$ cat src/assert_macros.svh
// Assertion macros used by the top-level RTL file of the slab allocator
`ifndef ASSERT_MACROS_SVH
`define ASSERT_MACROS_SVH

// Check a property on every rising clock edge outside reset
`define SCSA_ASSERT(lbl, prop, msg) \
    lbl: assert property (@(posedge i_clk) disable iff (!i_rst_n) prop) else $error(msg);

// Check that a condition implies another in the next cycle
`define SCSA_ASSERT_NEXT(lbl, ante, cons, msg) \
    `SCSA_ASSERT(lbl, (ante) |=> (cons), msg)

`endif

$ cat src/scsa_pkg.sv
// Types and constants of the size-class slab allocator
`timescale 1ns / 1ps
package scsa_pkg;

    localparam int REQ_W      = 16;
    localparam int ADDR_W     = 32;
    localparam int OPA_W      = 20;
    localparam int CLS_W      = 4;
    localparam int ST_W       = 3;
    localparam int BLK_W      = 17;
    localparam int CFG_IDX_W  = 2;
    localparam int MIN_CLS_SH = 6;
    localparam int CNT_W      = BLK_W - MIN_CLS_SH;
    localparam int SZ_W       = BLK_W + 1;

    localparam logic [BLK_W-1:0] HDR_BYTES   = BLK_W'(16);
    localparam logic [BLK_W-1:0] MIN_BLOCK   = BLK_W'(4 * 1024);
    localparam logic [BLK_W-1:0] DEF_BLOCK   = BLK_W'(64 * 1024);
    localparam logic [BLK_W-1:0] DEF_MAX     = BLK_W'(16384);
    localparam logic [SZ_W-1:0]  MIN_CLASS   = SZ_W'(64);
    localparam logic [CLS_W-1:0] NOT_CARVED  = 4'd15;

    localparam logic [CFG_IDX_W-1:0] CFG_BLOCK_BYTES = 2'd0;
    localparam logic [CFG_IDX_W-1:0] CFG_MAX_POOLED  = 2'd1;

    typedef enum logic [ST_W-1:0] {
        ST_OK          = 3'd0,
        ST_OVERSIZED   = 3'd1,
        ST_EXHAUSTED   = 3'd2,
        ST_TOO_SMALL   = 3'd3,
        ST_REL_DIRECT  = 3'd4,
        ST_REL_IGNORED = 3'd5
    } t_status;

    typedef enum logic [1:0] {
        E_FAIL,
        E_POP,
        E_CARVE,
        E_REL
    } t_emit;

    typedef enum logic [2:0] {
        S_CLEAR,
        S_IDLE,
        S_EVAL,
        S_POP,
        S_REL,
        S_CARVE
    } t_state;

    typedef struct packed {
        logic    load;
        logic    clr_step;
        logic    pop_commit;
        logic    carve_init;
        logic    carve_step;
        logic    rel_push;
        logic    emit;
        t_emit   emit_sel;
        t_status fail_status;
    } t_dp_cmd;

    typedef struct packed {
        logic is_release;
        logic rel_direct;
        logic rel_ignore_early;
        logic rel_class_bad;
        logic oversized;
        logic nonempty;
        logic too_small;
        logic exhausted;
        logic carve_last;
        logic clr_last;
    } t_dp_sts;

endpackage

$ cat src/scsa_ctrl.sv
// Controller state machine of the slab allocator
`timescale 1ns / 1ps
module scsa_ctrl (
    input  logic             i_clk,
    input  logic             i_rst_n,
    input  logic             i_start,
    input  scsa_pkg::t_dp_sts i_sts,
    output scsa_pkg::t_dp_cmd o_cmd,
    output logic             o_busy
);

    scsa_pkg::t_state r_state, n_state;

    // Hold the state register
    always_ff @(posedge i_clk) begin
        if (!i_rst_n) begin
            r_state <= scsa_pkg::S_CLEAR;
        end else begin
            r_state <= n_state;
        end
    end

    // Decide next state and issue datapath commands
    always_comb begin
        n_state            = r_state;
        o_cmd              = '0;
        o_cmd.emit_sel     = scsa_pkg::E_FAIL;
        o_cmd.fail_status  = scsa_pkg::ST_OK;
        case (r_state)
            scsa_pkg::S_CLEAR: begin
                o_cmd.clr_step = 1'b1;
                if (i_sts.clr_last) n_state = scsa_pkg::S_IDLE;
            end
            scsa_pkg::S_IDLE: begin
                if (i_start) begin
                    o_cmd.load = 1'b1;
                    n_state    = scsa_pkg::S_EVAL;
                end
            end
            scsa_pkg::S_EVAL: begin
                n_state = scsa_pkg::S_IDLE;
                if (i_sts.is_release) begin
                    if (i_sts.rel_direct) begin
                        o_cmd.emit        = 1'b1;
                        o_cmd.fail_status = scsa_pkg::ST_REL_DIRECT;
                    end else if (i_sts.rel_ignore_early) begin
                        o_cmd.emit        = 1'b1;
                        o_cmd.fail_status = scsa_pkg::ST_REL_IGNORED;
                    end else begin
                        n_state = scsa_pkg::S_REL;
                    end
                end else if (i_sts.oversized) begin
                    o_cmd.emit        = 1'b1;
                    o_cmd.fail_status = scsa_pkg::ST_OVERSIZED;
                end else if (i_sts.nonempty) begin
                    n_state = scsa_pkg::S_POP;
                end else if (i_sts.too_small) begin
                    o_cmd.emit        = 1'b1;
                    o_cmd.fail_status = scsa_pkg::ST_TOO_SMALL;
                end else if (i_sts.exhausted) begin
                    o_cmd.emit        = 1'b1;
                    o_cmd.fail_status = scsa_pkg::ST_EXHAUSTED;
                end else begin
                    o_cmd.carve_init = 1'b1;
                    n_state          = scsa_pkg::S_CARVE;
                end
            end
            scsa_pkg::S_POP: begin
                o_cmd.pop_commit = 1'b1;
                o_cmd.emit       = 1'b1;
                o_cmd.emit_sel   = scsa_pkg::E_POP;
                n_state          = scsa_pkg::S_IDLE;
            end
            scsa_pkg::S_REL: begin
                o_cmd.emit = 1'b1;
                n_state    = scsa_pkg::S_IDLE;
                if (i_sts.rel_class_bad) begin
                    o_cmd.fail_status = scsa_pkg::ST_REL_IGNORED;
                end else begin
                    o_cmd.rel_push = 1'b1;
                    o_cmd.emit_sel = scsa_pkg::E_REL;
                end
            end
            scsa_pkg::S_CARVE: begin
                o_cmd.carve_step = 1'b1;
                if (i_sts.carve_last) begin
                    o_cmd.emit     = 1'b1;
                    o_cmd.emit_sel = scsa_pkg::E_CARVE;
                    n_state        = scsa_pkg::S_IDLE;
                end
            end
            default: begin
                n_state = scsa_pkg::S_IDLE;
            end
        endcase
    end

    assign o_busy = (r_state != scsa_pkg::S_IDLE);

endmodule

$ cat config.mk
export PLATFORM = sky130hd
export DESIGN_NAME = scsa_ctrl
export DESIGN_NICKNAME = d
export VERILOG_FILES = /design/src/assert_macros.svh /design/src/scsa_pkg.sv /design/src/scsa_ctrl.sv
export SDC_FILE = /design/constraint.sdc
export NUM_CORES = 1
export LEC_CHECK = 0
export BUFFER_PORTS_ARGS = -buffer_cell sky130_fd_sc_hd__buf_2
export CAP_MARGIN = 10
export CORE_MARGIN = 2
export CORE_UTILIZATION = 25
export DETAILED_ROUTE_END_ITERATION = 7
export HOLD_SLACK_MARGIN = 0.02
export PLACE_DENSITY_LB_ADDON = 0.08
export REMOVE_ABC_BUFFERS = 1
export SETUP_SLACK_MARGIN = 0.2
export SLEW_MARGIN = 0
export SYNTH_ARGS = -nofsm -noshare
export SYNTH_HDL_FRONTEND = slang
export SYNTH_SLANG_ARGS = --single-unit
$ cat constraint.sdc
create_clock -name i_clk -period 1.13 [get_ports i_clk]
set_input_delay 0.1695 -clock i_clk [delete_from_list [all_inputs] [get_ports i_clk]]
set_output_delay 0.1695 -clock i_clk [all_outputs]
set_load 0.02 [all_outputs]
# After elaboration in Yosys (flattened, before gate mapping)
# Cells that the tools add are included.
[op_classes]
n_reduce_logical = 3
mux = 44
eq_ne = 9
[ops]
columns = ["operator", "count"]
rows = [
  ["3-bit 2-to-1 mux", 15],
  ["1-bit 2-to-1 mux", 20],
  ["3-bit one-hot mux with 4 select lines", 1],
  ["2-bit 2-to-1 mux", 5],
  ["3-bit by 2-bit equality test with 1-bit output, second input constant", 2],
  ["3-bit equality test, second input constant", 2],
  ["2-bit != test, second input constant", 3],
  ["2-bit one-hot mux with 3 select lines", 1],
  ["3-bit one-hot mux with 2 select lines", 1],
  ["3-bit by 1-bit equality test with 1-bit output, second input constant", 1],
  ["3-bit zero test", 1],
  ["3-bit by 1-bit != test with 1-bit output, second input constant", 1],
  ["1-bit one-hot mux with 3 select lines", 1],
  ["3-bit AND reduction", 1],
  ["2-bit OR reduction", 1],
]
[totals]
output_inout_bits = 13
reg_bits = 3
wordCells = 57
inputBits = 13

# Longest topological paths before layout
[depth]
ltp_word = 6
depth_mapped = 5
ltp_nobuf = 4

# Worst setup path after synthesis
# OpenSTA, ideal clock, no wires.
[synth_timing]
kind = "reg2out"
from = "register r_state[1]"
to = "output port o_cmd[3] (netlist name)"
stages_incl_launch_ff = 5
t_required_ns = 0.961
arrival_time_ns = 1.391
n_path_buf = 1
slack_ns = -0.431
path_cell_list = "dfxtp_1 > buf_2 > nand2b_1 > nor3_1 > or2_1"
[synth_lines]
columns = ["element", "line_no", "text"]
rows = [
  ["start: declaration", "scsa_ctrl.sv:12", "scsa_pkg::t_state r_state, n_state;"],
  ["start signal: assignment", "scsa_ctrl.sv:17", "r_state <= scsa_pkg::S_CLEAR;"],
  ["start signal: assignment", "scsa_ctrl.sv:19", "r_state <= n_state;"],
  ["end: declaration", "scsa_ctrl.sv:8", "output scsa_pkg::t_dp_cmd o_cmd,"],
]

==> implementation parameters <==
Parameter                              Value

Run status
  Outcome ... finished with violations
  Violations in the final reports ... setup timing

GRT
  Overall track demand over capacity in global routing ... 13.8%
  Via count of the first global-routing pass ... roughly 500
  Largest net degree at the start of global routing ... 7
  Global-route wire length before repair ... between 1500 and 2000 um
  Number of antenna violations at the first check in global routing ... 0
  Remaining Overflow, GRT ... 0

Critical path
  Critical setup path kind ... flip-flop to primary output
  Startpoint of the most critical register-to-register path ... r_state[1]
  Worst-path fanout max ... 5
  Worst Setup End Kind ... primary output
  Required time of the critical path ... 960 ps
  Depth of the most critical reg-to-reg path ... 6
  Worst reg2reg setup slack ... -170 ps
  Signal arrival time at the worst endpoint ... 1220 ps
  Critical register-to-register path endpoint ... r_state[2]
  Critical Path Source Type ... flip-flop

Synth
  Most used flip-flop cell after synthesis ... sky130_fd_sc_hd__dfxtp_1
  Post-synthesis average cell area ... 7.09 um^2
  Synthesis-stage register bit count ... 3
  Number of synthesis warnings ... 0
  Synthesized instance count ... 54
  Post-synth EDFFs ... 0
  Cell area after synthesis ... 383 um^2
  Seq/Total Area, Yosys ... 15.7%
  Post-synthesis async set-or-reset flop share ... 0%
  Count of distinct cell types in the synthesized netlist ... 30

Placed design
  Post-place instance area ... roughly 590 um^2
  Estimated wirelength of the detail-placed design ... 881 um
  RD Place Congestion ... approximately 0.7
  PortBufs ... 25

Power and ir drop
  Pwr/cell area ... roughly 770 mW/mm^2
  Total leakage power ... 0.394 nW
  Worst-case vdd ir drop ... 0.621 mV
  Final Power ... just over 0.6 mW

Finish
  Final-layout fill cell count ... ~150
  Flip-flop count of the largest register after layout ... 3
  Share of post-route cells with drive strength above 1 ... between 60 and 70%
  Utilization of the core after routing ... a little over half
  Registers with the most flip-flops ... r_state (3)
  Post-route cell area ... approximately 800 um^2
  Count of inserted antenna diode cells ... 0
  Post-synthesis to final-layout area growth ... 109%
  Final nets ... 113
  Most flops, register ... r_state

Min path
  Hold depth ... 2
  Hold/Removal Path Class ... input pin to flip-flop
  Endpoint of the worst hold path ... r_state[2]
  Hold_sp ... i_rst_n

Timing
  Max Transition Viols Final ... 0
  Share of the cycle needed by the critical path after routing ... 123%
  Count of final setup violators ... 16
  Final number of hold-violating endpoints ... 0
  Headroom to the max-slew limit ... 83.4%
  Worst clock skew on the final layout ... 5.52 ps
  Final worst-path setup slack ... -255 ps
  Fin crit period ... 1390 ps
  Highest achievable clock rate ... 722 MHz
  Unrepaired setup endpoints after global routing ... yes
  Worst Max-Slew Pin Slew ... 246 ps

Floorplanning
  Die Footprint ... 0.00186 mm^2
  Area of the placeable core ... 0.00147 mm^2
  Initial cell density of the core ... about a quarter
  X dimension of the die ... 43.1 um
  Count of pins on the block boundary ... 26
  Die height ... 43.1 um
  Row cnt ... 14

Detailed routing
  Wire length reported by the detailed router ... 1190 um
  Detail-routed via count per cell ... 4.79
  First drt pass iteration count ... 4
  Vias post-DR ... 551
  WL/cell ... 10.4 um
  Number of nets still failing antenna checks after routing ... 0
  Iteration-0 DRC Markers ... 7
  # DRC ... 0

Clocking
  Number of clock buffers inserted by TritonCTS ... 3
  Worst-path clk slew ... 40 ps
  CTS sink cnt ... 3
  Worst-skew pair later-pin latency ... 240 ps
  CTS tree ... yes
  Clock tree root driver cell ... sky130_fd_sc_hd__clkbuf_4
  Clk buf depth ... 2
  H-tree level count ... 1

Run
  Max cap viols ... 0
## repair_timing
item | in CTS | in global routing
hold buffers | 0 | 0
endpoints found under the setup margin | 16 | 16
gates resized for setup | 38 | 5
buffers inserted | 7 | 1
pin swaps | 9 | 6
## stage by stage
step / std cells / setup TNS (ps) / setup WS, ps / hold slack, ps
CTS: 114 / -2900 / -299 / 166
global route: 115 / -3680 / -293 / 174
detailed placement: 103 / -1000 / -141 / 418
floorplan: 51 / -1440 / -416 / 297
finish: 115 / -2730 / -255 / 170
global placement: 103 / -1080 / -138 / 414
## layout by cell type, fill, tap and decap left out, types with 2 or more instances in the layout
cell type                  Yosys  routed
sky130_fd_sc_hd__nand2b_1      2       2
sky130_fd_sc_hd__and3_1        2       2
sky130_fd_sc_hd__buf_4         1      23
sky130_fd_sc_hd__nor2b_4       0       2
sky130_fd_sc_hd__and2_4        0       2
sky130_fd_sc_hd__o22ai_1       2       2
sky130_fd_sc_hd__nor2_4        0       2
sky130_fd_sc_hd__buf_2         1      13
sky130_fd_sc_hd__dfxtp_4       0       3
sky130_fd_sc_hd__inv_1         2       2
sky130_fd_sc_hd__clkbuf_4      0       3
sky130_fd_sc_hd__and2_1        4       2
sky130_fd_sc_hd__a21oi_1       3       3
sky130_fd_sc_hd__buf_6         1       8
sky130_fd_sc_hd__nor2_1        8       6
sky130_fd_sc_hd__o21ai_1       0       2
sky130_fd_sc_hd__nor3_2        1       2
## kinds of logic after synthesis
kind of cell	share of synthesized area, %
AOI/OAI and AO/OA	21.9
buffers and inverters	8.17
DFF	15.7
muxes	2.61
and+or+nand+nor	51.6
## worst max-delay path by stage
stage / endpoint / depth (start not counted) / slack (ps) / start
2_1_floorplan: o_cmd[3] / 3 / -420 / r_state[2]
3_3_place_gp: o_cmd[3] / 4 / -140 / r_state[2]
3_5_place_dp: o_cmd[3] / 4 / -140 / r_state[2]
4_1_cts: o_cmd[8] / 4 / -300 / r_state[2]
5_1_grt: o_cmd[3] / 4 / -290 / r_state[1]
6_report: o_cmd[3] / 4 / -260 / r_state[1]
## critical path, stage by stage, from the launching register on
cell and delay [ps]:
sky130_fd_sc_hd__dfxtp_4 350, sky130_fd_sc_hd__nor2b_4 140, sky130_fd_sc_hd__and2_4 150, sky130_fd_sc_hd__or2_1 210, sky130_fd_sc_hd__buf_6 130
## where the power goes
group          switching, mW  internal, mW
Combinational          0.122         0.165
Clock                 0.0698         0.133
Sequential            0.0151         0.112
Total                  0.207         0.410
## cells in the mapped netlist, drive strengths merged (2+ instances only)
| master | count | area, um^2 |
|---|---|---|
| dfxtp | 3 | 60.1 |
| nor2 | 8 | 30.0 |
| o22ai | 2 | 12.5 |
| and3 | 2 | 12.5 |
| nand2b | 2 | 12.5 |
| and2 | 4 | 25.0 |
| a21oi | 4 | 23.8 |
| inv | 2 | 7.51 |
| nor2b | 4 | 27.5 |
| buf | 3 | 23.8 |
| nor3 | 4 | 25.0 |
| o21ai | 3 | 15.0 |
## layer usage
| layer | GRT usage [%] | share of wire [%] | vias to the layer above |
|---|---|---|---|
| li1 | - | - | 282 |
| met1 | 16.3 | 43 | 247 |
| met2 | 23.3 | 49 | 20 |
| met3 | 5.11 | 7.2 | 2 |
| met4 | 3.64 | 0.75 | 0 |
| met5 | 0 | 0 | - |
## cell type report
| type | instances | area, um^2 | area share, % |
|---|---|---|---|
| clock buffer | 4 | 26.3 | 3.29 |
| inverter | 2 | 7.51 | 0.939 |
| multi-input combinational | 46 | 347 | 43.3 |
| sequential | 3 | 71.3 | 8.92 |
| timing repair buffer | 44 | 328 | 41.0 |
| tap | 16 | 20.0 | 2.50 |
(Power assumes the default switching activity.)
